**src/rtl/wam_pkg.sv**
```systemverilog
// Shared types and constants of the wildcard alternation matcher.
package wam_pkg;

  // Input action codes.
  localparam logic [1:0] ACT_APPEND = 2'd0;
  localparam logic [1:0] ACT_NAME   = 2'd1;
  localparam logic [1:0] ACT_END    = 2'd2;
  localparam logic [1:0] ACT_CLEAR  = 2'd3;

  // Special pattern bytes.
  localparam logic [7:0] CH_STAR  = 8'h2A;
  localparam logic [7:0] CH_QUEST = 8'h3F;
  localparam logic [7:0] CH_BAR   = 8'h7C;

  // Stream payload widths.
  localparam int IN_W  = 8;
  localparam int OUT_W = 16;

  // Kind of sweep over the pattern positions.
  typedef enum logic [1:0] {
    MODE_START,
    MODE_ADVANCE,
    MODE_COUNT
  } mode_t;

  // Commands from the controller to the datapath.
  typedef struct packed {
    logic  latch_char;
    logic  append;
    logic  clear;
    logic  start;
    mode_t mode;
    logic  load_out;
  } cmd_t;

  // Status from the datapath to the controller.
  typedef struct packed {
    logic pass_done;
  } sts_t;

endpackage

```
**src/rtl/wam_ram.sv**
```systemverilog
// Generic simple dual-port RAM with one write port and a registered read port.
module wam_ram #(
  parameter int WIDTH  = 8,
  parameter int DEPTH  = 128,
  parameter int ADDR_W = $clog2(DEPTH)
) (
  input  logic              clk,
  input  logic              we,
  input  logic [ADDR_W-1:0] waddr,
  input  logic [WIDTH-1:0]  wdata,
  input  logic [ADDR_W-1:0] raddr,
  output logic [WIDTH-1:0]  rdata
);

  logic [WIDTH-1:0] mem [DEPTH];

  // Write port and registered read port.
  always_ff @(posedge clk) begin
    if (we) begin
      mem[waddr] <= wdata;
    end
    rdata <= mem[raddr];
  end

endmodule

```
**src/rtl/wam_datapath.sv**
```systemverilog
// Datapath: pattern store, active position store and the position sweep.
module wam_datapath #(
  parameter int PATTERN_LEN = 128
) (
  input  logic          clk,
  input  logic          rst,
  input  logic [7:0]    in_char,
  input  wam_pkg::cmd_t cmd,
  output wam_pkg::sts_t sts,
  output logic [7:0]    match_count,
  output logic          pattern_overflow
);

  localparam int LW    = $clog2(PATTERN_LEN + 1);
  localparam int PW    = $clog2(PATTERN_LEN);
  localparam int CW    = $clog2(PATTERN_LEN + 2);
  localparam int CNT_W = (CW > 8) ? CW : 8;

  logic [LW-1:0]    pat_len;
  logic             ovf;
  logic [7:0]       char_q;
  wam_pkg::mode_t   mode_q;
  logic             rd_on;
  logic [LW-1:0]    rp;
  logic             pv;
  logic [LW-1:0]    pp;
  logic             here_q;
  logic [7:0]       prev_pc;
  logic             prev_act;
  logic             prev_val;
  logic [CNT_W-1:0] count;

  logic [7:0]       pat_rdata;
  logic             act_rdata;
  logic             pat_we;
  logic [PW-1:0]    pat_raddr;
  logic             act_we;
  logic             first;
  logic             star_h;
  logic             bar_h;
  logic             prev_star;
  logic             prev_bar;
  logic             prev_lit;
  logic             val;
  logic             hit;
  logic [CNT_W-1:0] count_sum;
  logic             room;

  // Pattern bytes, written at the current length.
  assign room      = pat_len < LW'(PATTERN_LEN);
  assign pat_we    = cmd.append && room;
  assign pat_raddr = (rp < pat_len) ? rp[PW-1:0] : '0;

  wam_ram #(
    .WIDTH (8),
    .DEPTH (PATTERN_LEN)
  ) u_pat_ram (
    .clk   (clk),
    .we    (pat_we),
    .waddr (pat_len[PW-1:0]),
    .wdata (in_char),
    .raddr (pat_raddr),
    .rdata (pat_rdata)
  );

  // One active bit per position, rewritten by each start or advance sweep.
  assign act_we = pv && (mode_q != wam_pkg::MODE_COUNT);

  wam_ram #(
    .WIDTH (1),
    .DEPTH (PATTERN_LEN + 1)
  ) u_act_ram (
    .clk   (clk),
    .we    (act_we),
    .waddr (pp),
    .wdata (val),
    .raddr (rp),
    .rdata (act_rdata)
  );

  // Classify the position being processed and the one before it.
  always_comb begin
    first     = (pp == '0);
    star_h    = here_q && (pat_rdata == wam_pkg::CH_STAR);
    bar_h     = here_q && (pat_rdata == wam_pkg::CH_BAR);
    prev_star = !first && (prev_pc == wam_pkg::CH_STAR);
    prev_bar  = !first && (prev_pc == wam_pkg::CH_BAR);
    prev_lit  = !first && !prev_star && !prev_bar &&
                ((prev_pc == wam_pkg::CH_QUEST) || (prev_pc == char_q));
  end

  // New active bit of this position; star closure carries from the previous one.
  always_comb begin
    case (mode_q)
      wam_pkg::MODE_START:   val = first || prev_bar || (prev_val && prev_star);
      wam_pkg::MODE_ADVANCE: val = (act_rdata && star_h) || (prev_act && prev_lit) ||
                                   (prev_val && prev_star);
      wam_pkg::MODE_COUNT:   val = act_rdata;
      default:               val = 1'b0;
    endcase
  end

  // An active position at the end of an alternative is one match.
  assign hit       = pv && val && (!here_q || bar_h);
  assign count_sum = count + CNT_W'(hit);

  assign sts.pass_done = pv && (pp == pat_len);

  // Control state: pattern length, overflow flag and the sweep pointers.
  always_ff @(posedge clk) begin
    if (rst) begin
      pat_len <= '0;
      ovf     <= 1'b0;
      rd_on   <= 1'b0;
      pv      <= 1'b0;
    end else begin
      if (cmd.append) begin
        if (room) begin
          pat_len <= pat_len + LW'(1);
        end else begin
          ovf <= 1'b1;
        end
      end
      if (cmd.clear) begin
        pat_len <= '0;
        ovf     <= 1'b0;
      end
      pv <= rd_on;
      if (rd_on) begin
        if (rp == pat_len) begin
          rd_on <= 1'b0;
        end else begin
          rp <= rp + LW'(1);
        end
      end
      if (cmd.start) begin
        rd_on <= 1'b1;
        rp    <= '0;
      end
    end
  end

  // Payload registers of the sweep and the result.
  always_ff @(posedge clk) begin
    if (rd_on) begin
      pp     <= rp;
      here_q <= rp < pat_len;
    end
    if (pv) begin
      prev_pc  <= pat_rdata;
      prev_act <= act_rdata;
      prev_val <= val;
    end
    if (cmd.start) begin
      mode_q <= cmd.mode;
      count  <= '0;
    end else begin
      count <= count_sum;
    end
    if (cmd.latch_char) begin
      char_q <= in_char;
    end
    if (cmd.load_out) begin
      match_count      <= count_sum[7:0];
      pattern_overflow <= ovf;
    end
  end

endmodule

```
**src/rtl/wam_ctrl.sv**
```systemverilog
// Controller: accepts items, sequences the sweeps and holds the result valid.
module wam_ctrl (
  input  logic          clk,
  input  logic          rst,
  input  logic          s_valid,
  input  logic [1:0]    s_action,
  output logic          s_ready,
  output logic          out_valid,
  input  logic          out_ready,
  output wam_pkg::cmd_t cmd,
  input  wam_pkg::sts_t sts
);

  typedef enum logic [1:0] {
    ST_IDLE,
    ST_PASS,
    ST_WAIT
  } state_t;

  state_t state;
  logic   in_prog;
  logic   then_adv;
  logic   emit;
  logic   accept;
  logic   out_free;

  assign s_ready  = (state == ST_IDLE);
  assign accept   = s_ready && s_valid;
  assign out_free = !out_valid || out_ready;

  // Command decode.
  always_comb begin
    cmd = '0;
    cmd.mode = wam_pkg::MODE_START;
    unique case (state)
      ST_IDLE: begin
        if (accept) begin
          cmd.latch_char = 1'b1;
          unique case (s_action)
            wam_pkg::ACT_APPEND: cmd.append = 1'b1;
            wam_pkg::ACT_CLEAR:  cmd.clear = 1'b1;
            wam_pkg::ACT_NAME: begin
              cmd.start = 1'b1;
              cmd.mode  = in_prog ? wam_pkg::MODE_ADVANCE : wam_pkg::MODE_START;
            end
            wam_pkg::ACT_END: begin
              cmd.start = 1'b1;
              cmd.mode  = in_prog ? wam_pkg::MODE_COUNT : wam_pkg::MODE_START;
            end
            default: cmd.latch_char = 1'b1;
          endcase
        end
      end
      ST_PASS: begin
        if (sts.pass_done) begin
          if (then_adv) begin
            cmd.start = 1'b1;
            cmd.mode  = wam_pkg::MODE_ADVANCE;
          end else if (emit && out_free) begin
            cmd.load_out = 1'b1;
          end
        end
      end
      ST_WAIT: begin
        cmd.load_out = out_free;
      end
      default: cmd = '0;
    endcase
  end

  // State, name progress and the result valid flag.
  always_ff @(posedge clk) begin
    if (rst) begin
      state     <= ST_IDLE;
      in_prog   <= 1'b0;
      then_adv  <= 1'b0;
      emit      <= 1'b0;
      out_valid <= 1'b0;
    end else begin
      if (cmd.load_out) begin
        out_valid <= 1'b1;
      end else if (out_valid && out_ready) begin
        out_valid <= 1'b0;
      end
      unique case (state)
        ST_IDLE: begin
          if (accept) begin
            unique case (s_action)
              wam_pkg::ACT_NAME: begin
                then_adv <= !in_prog;
                emit     <= 1'b0;
                in_prog  <= 1'b1;
                state    <= ST_PASS;
              end
              wam_pkg::ACT_END: begin
                then_adv <= 1'b0;
                emit     <= 1'b1;
                in_prog  <= 1'b0;
                state    <= ST_PASS;
              end
              default: in_prog <= 1'b0;
            endcase
          end
        end
        ST_PASS: begin
          if (sts.pass_done) begin
            if (then_adv) begin
              then_adv <= 1'b0;
            end else if (emit && !out_free) begin
              state <= ST_WAIT;
            end else begin
              state <= ST_IDLE;
            end
          end
        end
        ST_WAIT: begin
          if (out_free) begin
            state <= ST_IDLE;
          end
        end
        default: state <= ST_IDLE;
      endcase
    end
  end

endmodule

```
**src/rtl/wildcard_alternation_matcher.sv**
```systemverilog
// Pattern appends and clears need no sweep and leave the input ready; with L stored
// pattern bytes, a filename byte runs one sweep, or a start then an advance sweep when
// it starts a new name. An end of name shows its result and frees the input in the
// same cycle; if an earlier result is still held, it waits until that one is taken.
// Reset clears the pattern length, overflow flag and name progress; the pattern store
// is not cleared and active positions are rebuilt at the start of every name.
module wildcard_alternation_matcher #(
  parameter int PATTERN_LEN = 128
) (
  input  logic                     clk,
  input  logic                     rst,
  input  logic                     s_axis_tvalid,
  output logic                     s_axis_tready,
  // Fields from bit 0: action[1:0].
  input  logic [1:0]               s_axis_tuser,
  // Fields from bit 0: char_value[7:0].
  input  logic [wam_pkg::IN_W-1:0] s_axis_tdata,
  output logic                     m_axis_tvalid,
  input  logic                     m_axis_tready,
  // Fields from bit 0: match_count[7:0], pattern_overflow[8], zero pad.
  output logic [wam_pkg::OUT_W-1:0] m_axis_tdata
);

  wam_pkg::cmd_t cmd;
  wam_pkg::sts_t sts;
  logic [7:0]    match_count;
  logic          pattern_overflow;

  // Sequencing of items and sweeps.
  wam_ctrl u_ctrl (
    .clk       (clk),
    .rst       (rst),
    .s_valid   (s_axis_tvalid),
    .s_action  (s_axis_tuser),
    .s_ready   (s_axis_tready),
    .out_valid (m_axis_tvalid),
    .out_ready (m_axis_tready),
    .cmd       (cmd),
    .sts       (sts)
  );

  // Stores and the position sweep.
  wam_datapath #(
    .PATTERN_LEN (PATTERN_LEN)
  ) u_dp (
    .clk              (clk),
    .rst              (rst),
    .in_char          (s_axis_tdata),
    .cmd              (cmd),
    .sts              (sts),
    .match_count      (match_count),
    .pattern_overflow (pattern_overflow)
  );

  // Result packing.
  assign m_axis_tdata = {{(wam_pkg::OUT_W - 9){1'b0}}, pattern_overflow, match_count};

endmodule

```
**config.mk**
```make
export PLATFORM = sky130hd
export DESIGN_NAME = wildcard_alternation_matcher
export DESIGN_NICKNAME = d
export VERILOG_FILES = /design/src/rtl/wam_pkg.sv /design/src/rtl/wam_ram.sv /design/src/rtl/wam_datapath.sv /design/src/rtl/wam_ctrl.sv /design/src/rtl/wildcard_alternation_matcher.sv
export SDC_FILE = /design/constraint.sdc
export NUM_CORES = 2
export LEC_CHECK = 0
export ABC_AREA = 1
export CORE_AREA = 2 2 557 338
export CTS_BUF_LIST = sky130_fd_sc_hd__clkbuf_8
export CTS_CLUSTER_SIZE = 10
export DETAILED_ROUTE_END_ITERATION = 10
export DIE_AREA = 0 0 559 340
export DONT_BUFFER_PORTS = 1
export PLACE_DENSITY_LB_ADDON = 0.12
export SLEW_MARGIN = 15
export SYNTH_ARGS = -nofsm -noshare
export SYNTH_HDL_FRONTEND = slang
export SYNTH_SLANG_ARGS = --single-unit
```
**constraint.sdc**
```tcl
create_clock -name clk -period 8.5 [get_ports clk]
set_input_delay 0 -clock clk [delete_from_list [all_inputs] [get_ports clk]]
set_output_delay 0 -clock clk [all_outputs]
set_load 0.01 [all_outputs]
```
Yosys cells after proc, flatten, opt, wreduce, memory -nomap -nowiden
Memory sizes are Yosys's and may differ from the RTL's. A register that Yosys moved wholly into a read port is not among the register bits.
Cells that the tools add are included.
W data, S select, Z words.
{"block": "op_classes", "n_bitwise": 2, "n_mul": 0, "n_mux": 39, "div_mod_pow": 0, "addsub": 3, "reduce_logical": 50, "n_eq_ne": 23, "n_lt_le_gt_ge": 2, "shifts": 0}
{"cell": "$eq A8 B6 Y1 const B", "n": 3}
{"cell": "$eq A8 B8 Y1", "n": 3}
{"cell": "$logic_and A1 B1 Y1", "n": 19}
{"cell": "$mux W1", "n": 17}
{"cell": "$add A8 B1 Y8 const B", "n": 2}
{"cell": "$eq A8 B7 Y1 const B", "n": 2}
{"cell": "$mux W8", "n": 2}
{"cell": "$mux W2", "n": 7}
{"cell": "$ne A2 B2 Y1 const B", "n": 6}
{"cell": "$pmux W3 S2", "n": 2}
{"cell": "$add A8 B1 Y8", "n": 1}
{"cell": "$eq A2 B2 Y1 const B", "n": 4}
{"cell": "$logic_not A8 Y1", "n": 1}
{"cell": "$lt A8 B8 Y1", "n": 1}
{"cell": "$lt A8 B8 Y1 const B", "n": 1}
{"cell": "$pmux W1 S2", "n": 4}
{"cell": "$reduce_bool A2 Y1", "n": 4}
{"cell": "$logic_not A1 Y1", "n": 7}
{"cell": "$logic_or A1 B1 Y1", "n": 7}
{"cell": "$mux W7", "n": 1}
{"cell": "$eq A2 B1 Y1 const B", "n": 3}
{"cell": "$logic_not A2 Y1", "n": 3}
{"cell": "$mux W3", "n": 2}
{"cell": "$mux W6", "n": 1}
{"cell": "other kinds (11)", "n": 16}
{"block": "totals", "memories": 2, "latchBits": 0, "ff_bits": 71, "ram_bits": 1153, "out_inout_bits": 18, "input_bits": 14, "mem_bits_ro": 0}
{"name": "u_dp.u_pat_ram.mem", "depth": 128, "word_bits": 8, "read_ports": 1, "rd_ports_with_merged_regs": 1, "write_ports": 1, "line": "wam_ram.sv:15", "text": "logic [WIDTH-1:0] mem [DEPTH];"}
{"name": "u_dp.u_act_ram.mem", "depth": 129, "word_bits": 1, "read_ports": 1, "rd_ports_with_merged_regs": 1, "write_ports": 1, "line": "wam_ram.sv:15"}

Longest topological paths before layout
{"block": "depth", "word_depth": 14, "depth_mapped": 23}

Hierarchy
A second synthesis with hierarchy kept.
{"block": "hier_totals", "hier_cells": 4625, "area_unflattened_um2": 51785.9}
{"mod": "wam_ram (u_dp.u_pat_ram)", "seq_area_each_um2": 30909.6, "n_inst": 1, "area_per_inst_um2": 42104.1, "cells_per_inst": 3575}
{"mod": "wam_ram (u_dp.u_act_ram)", "seq_area_each_um2": 3893.7, "n_inst": 1, "area_per_inst_um2": 6064.6, "cells_per_inst": 646}
{"mod": "wam_datapath", "seq_area_each_um2": 1761.7, "n_inst": 1, "area_per_inst_um2": 3015.4, "cells_per_inst": 313}
{"mod": "wam_ctrl", "seq_area_each_um2": 120.1, "n_inst": 1, "area_per_inst_um2": 538.0, "cells_per_inst": 82}
{"mod": "wildcard_alternation_matcher", "seq_area_each_um2": 0.0, "n_inst": 1, "area_per_inst_um2": 63.8, "cells_per_inst": 9}

Least setup slack after synthesis
No wires, ideal clock.
{"block": "synth_path", "path_type": "register to register", "from": "reg u_dp.pp[0]", "to": "reg u_dp.match_count[6], data pin", "setup_slack_ps": 4224, "stages_incl_launch_ff": 23, "arrival_ps": 4019, "period_less_slack_ps": 4276, "path_buffers": 1, "cell_sequence": "edfxtp_1 -> clkbuf_1 -> inv_1 -> nand2_1 -> nor2_1 -> nand3_1 -> o31ai_1 -> nor2_1 -> nand3_1 -> nand2_1 -> nand3_1 -> nand3_1 -> nand2_1 -> nand2_1 -> and3_1 -> ha_1 -> ha_1 -> nand2_1 -> inv_1 -> nand2_1 -> nor2_1 -> xnor2_1 -> inv_1"}
{"block": "synth_via", "elab_chain_cells": 14, "elab_cells_between_ends": 19, "cone_classes": "1 x add/sub; 1 x mux; 17 x reduce/logical"}
{"element": "start: declaration", "line": "wam_datapath.sv:26", "text": "logic [LW-1:0] pp;"}
{"element": "start signal: assignment", "line": "wam_datapath.sv:146", "text": "pp <= rp;"}
{"element": "$logic_not A8 Y1 (*)", "line": "wam_datapath.sv:83", "text": "first = (pp == '0);"}
{"element": "$logic_not A1 Y1", "line": "wam_datapath.sv:86, wam_datapath.sv:87, wam_datapath.sv:88"}
{"element": "$logic_and A1 B1 Y1", "line": "wam_datapath.sv:86", "text": "prev_star = !first && (prev_pc == wam_pkg::CH_STAR);"}
{"element": "$logic_not A1 Y1", "line": "wam_datapath.sv:88", "text": "prev_lit = !first && !prev_star && !prev_bar &&"}
{"element": "$logic_and A1 B1 Y1 (3 in a row)", "line": "wam_datapath.sv:88"}
{"element": "$logic_and A1 B1 Y1", "line": "wam_datapath.sv:96", "text": "wam_pkg::MODE_ADVANCE: val = (act_rdata && star_h) || (prev_act && prev_lit) ||"}
{"element": "$logic_or A1 B1 Y1 (2 in a row)", "line": "wam_datapath.sv:96"}
{"element": "$pmux W1 S3 (*)", "line": "wam_datapath.sv:94", "text": "case (mode_q)"}
{"element": "net u_dp.u_act_ram.wdata", "line": "wam_ram.sv:10", "text": "input logic [WIDTH-1:0] wdata,"}
{"element": "$logic_and A1 B1 Y1 (*) (2 in a row)", "line": "wam_datapath.sv:104", "text": "assign hit = pv && val && (!here_q || bar_h);"}
{"element": "$add A8 B1 Y8 (*)", "line": "wam_datapath.sv:105", "text": "assign count_sum = count + CNT_W'(hit);"}
{"element": "net u_dp.count_sum[6]", "line": "wam_datapath.sv:46", "text": "logic [CNT_W-1:0] count_sum;"}
{"element": "end signal: assignment", "line": "wam_datapath.sv:164", "text": "match_count <= count_sum[7:0];"}
{"element": "end: declaration", "line": "wam_datapath.sv:10", "text": "output logic [7:0] match_count,"}
The timed path passes the listed nets; every way through them passes the cells marked *.
A chain may end at the register's enable or synchronous reset.

Worst setup path after layout
{"block": "layout_path", "from": "reg u_dp.pat_len[5]", "to": "reg u_dp.u_pat_ram.rdata[0] (read register of u_dp.u_pat_ram.mem)"}
{"block": "layout_via", "elab_chain_cells": 2}
{"element": "start: declaration", "line": "wam_datapath.sv:19", "text": "logic [LW-1:0] pat_len;"}
{"element": "start signal: assignment", "line": "wam_datapath.sv:119", "text": "pat_len <= pat_len + LW'(1);"}
{"element": "$lt A8 B8 Y1", "line": "wam_datapath.sv:52", "text": "assign pat_raddr = (rp < pat_len) ? rp[PW-1:0] : '0;"}
{"element": "$mux W7", "line": "wam_datapath.sv:52"}
{"element": "end: declaration", "line": "wam_ram.sv:12", "text": "output logic [WIDTH-1:0] rdata"}
Every way passes these cells.

==> impl_metrics.ini <==
[outcome]
status = complete, no violations

[sta]
setup_violations = 0
finalCriticalPeriod_ns = 5.70
max_slew_margin_pct = 21.3
slew_violations = 0
clock_skew_ns = 0.0523
period_share_pct = 67.1
worst_pin_slew_ns = 1.18
fmax_ghz = 0.175
fin_ws_ns = 2.80
finalHoldViolations = 0
setup_tns_ns = 0
rsz0062_at_grt = no

[synth]
syn_area_per_cell_um2 = 10.4
netlist_area_um2 = 55100
seq_area_frac_synth_pct = 66.5
synth_top_area_share_pct = 65.3
post_synth_main_area_contributors = edfxtp_1, nand3_1, inv_1
yosysWarnings = 0
ys.flop_type = edfxtp_1
synth-edff-count = 1199
synth-seq-cells = 1233
synthDistinctLibCells = 38
yosys.area.top_type = edfxtp_1
synth_cells = 5293
synthArstFlopShare_pct = 0

[clock_tree]
ctsRootBufferMaster = clkbuf_8
cts_resized = 0
htree_levels = 4
cts_tree = yes
clock_sinks = 1233
cts_max_path_buffers = 4
cts_buffers = 201
clkLatencyLatePin_ns = 0.92
clk_pin_slew_worst_paths_ns = 0.07

[floorplan]
die_h_um = 340
die_x_um = 559
std_cell_rows = 123
io_pins = 32
core_um2 = 185000
initial_utilization_pct = 29.7
dieArea_um2 = 190000

[place]
dpl.hpwl_mm = 108
place_congestion = 0.827
port_buffers = 0
place_ws_ns = 2.95

[power_and_ir_drop]
leakage_nw = 23.6
power.internal_w = 0.00951
swShare_pct = 31.1
powerDensity_nw_per_um2 = 225
p_switching_w = 0.00429
irDropWorstVdd_v = 0.000107
combPwrFrac_pct = 15.6
clkPwrFrac_pct = 34.7
total_power_w = 0.0138
p_seq_share_pct = 49.7

[routing]
vias = 39187
wl_mm = 194
drcViolationCount = 0
drt_iter0_markers = 4723
postRouteAntennaNets = 0
via_per_inst = 4.98
wl_per_cell_um = 24.7
firstDrtPassIters = 5

[finish]
fin_nets = 5258
final_cell_mix = edfxtp_1, inv_1, nand3_1
fin_util_pct = 33.0
seq_area_um2 = 36700
fillers = 19058
area_growth_pct = 11.1
final_common_cell = edfxtp_1
multiInputGateArea_um2 = 13700
drive_gt1_share_pct = 6.69

[setup_path]
cp.required_ns = 9.37
cp_max_fo = 127
end_kind = register
cp_common_cell = nand2_1
path_cells = inv_1 > ha_1 > nand2_1 > nor2_1 > nand2_8 > buf_12 > nand2_1 > nor2_4 > buf_4 > inv_2 > buf_4 > nand3_1 > nand3_1 > nand3_1 > nand2_1 > nand2_1 > nand2_1
cp_slowest_cell = buf_4
cp-start-kind = register
cp.arrival_ns = 6.57
crit_type = reg -> reg
max_stage_delay_ns = 0.76
r2r_slack_ns = 2.80

[global_routing]
grt_overflow_total = 0
grt_pass1_wl_mm = 279
track_usage_pct = 19.9
grt_pass1_vias = 36882
grt_start_max_net_pins = 184
antenna_found_initial = 13

[worst_hold_path]
hold_path.class = in -> reg

[run]
cap_violations = 0
==> worst max-delay path, delay by kind of cell (launching register included) <==
kind                     cells  cell delay, ns
AND/OR/NAND/NOR             11            2.64
buffers and inverters        5            1.75
flip-flops                   1            0.52
adder cells (fa/ha/maj)      1            0.32
==> through the flow <==
stage,hold WS (ns),instances,area [um^2]
final,0.125,7871,61200
after global routing,0.127,7870,61200
after CTS,0.0391,7869,61200
after floorplan,0.0691,5299,55200
after global placement,0.0751,7495,57400
after detailed placement,0.0746,7495,57400
==> worst paths after layout <==
check | start | cells after the start | endpoint
worst max-delay path | u_dp.pat_len[5] | 17 | u_dp.u_pat_ram.rdata[0]
worst min-delay path | s_axis_tvalid | 5 | u_ctrl.then_adv
worst max register to register | u_dp.pat_len[5] | 17 | u_dp.u_pat_ram.rdata[0]
worst min register to register | u_ctrl.then_adv | 2 | u_ctrl.then_adv
==> registers in the layout, indices dropped and copies added (netlist names), 2 cells and up <==
name and flops:
u_dp.rp 8, u_ctrl.state 2, u_dp.u_pat_ram.mem 1024, u_dp.count 8
u_dp.mode_q 2, u_dp.pat_len 8, u_dp.u_act_ram.mem 129, u_dp.prev_pc 8
u_dp.match_count 8, u_dp.u_pat_ram.rdata 8, u_dp.char_q 8, u_dp.pp 8
==> power by group through the flow <==
stage / sequential [W] / combinational [W] / clock, W
2_1_floorplan: 0.00693 / 0.00120 / 0
3_3_place_gp: 0.00698 / 0.00200 / 0
3_5_place_dp: 0.00698 / 0.00199 / 0
4_1_cts: 0.00685 / 0.00213 / 0.00493
5_1_grt: 0.00685 / 0.00231 / 0.00519
6_report: 0.00685 / 0.00215 / 0.00479
==> Yosys cell counts (all sizes together), types with 8 or more instances <==
| master | instances |
|---|---|
| a21oi | 20 |
| buf | 164 |
| clkbuf | 189 |
| dfxtp | 34 |
| edfxtp | 1199 |
| ha | 19 |
| inv | 880 |
| nand2 | 609 |
| nand3 | 954 |
| nand4 | 395 |
| nor2 | 537 |
| nor3 | 13 |
| o21ai | 146 |
| o221ai | 13 |
| o22ai | 22 |
| or2 | 57 |
| xnor2 | 10 |
| xor2 | 8 |
==> routing by layer <==
metal	vias up	share of wire (%)	track usage (%)
met1	19582	52	32.4
li1	17989	-	-
met3	245	8.0	4.89
met2	1371	39	25.9
met4	0	1.7	3.96
met5	-	0	0
==> logic make-up (layout without fill, tap and decap cells) <==
family / Yosys count / count (layout) / share of synthesized area (%)
AND/OR/NAND/NOR: 2576 / 2576 / 21.9
buffers and inverters: 1235 / 1305 / 8.74
flip-flops: 1233 / 1233 / 66.5
AO/OA/AOI/OAI: 211 / 211 / 2.10
adder cells (fa/ha/maj): 19 / 19 / 0.431
XOR/XNOR: 18 / 18 / 0.286
other: 1 / 9 / 0.00680
==> final cells by class <==
cell class	instances	area share, %
well taps	2500	5.11
flip-flops and latches	1233	59.9
inverters	882	5.42
diodes	2	0.00817
clock inverters	138	0.911
clock buffers	209	4.70
repair buffers	76	1.50
multi-input cells	2831	22.4
==> timing repair <==
item | 4_1_cts | 5_1_grt
hold endpoints to repair | 1092 | 0
setup buffers | 0 | 0
setup endpoints to repair | 0 | 0
hold buffers | 27 | 0
No activity file was read; power rests on OpenSTA's default activity.
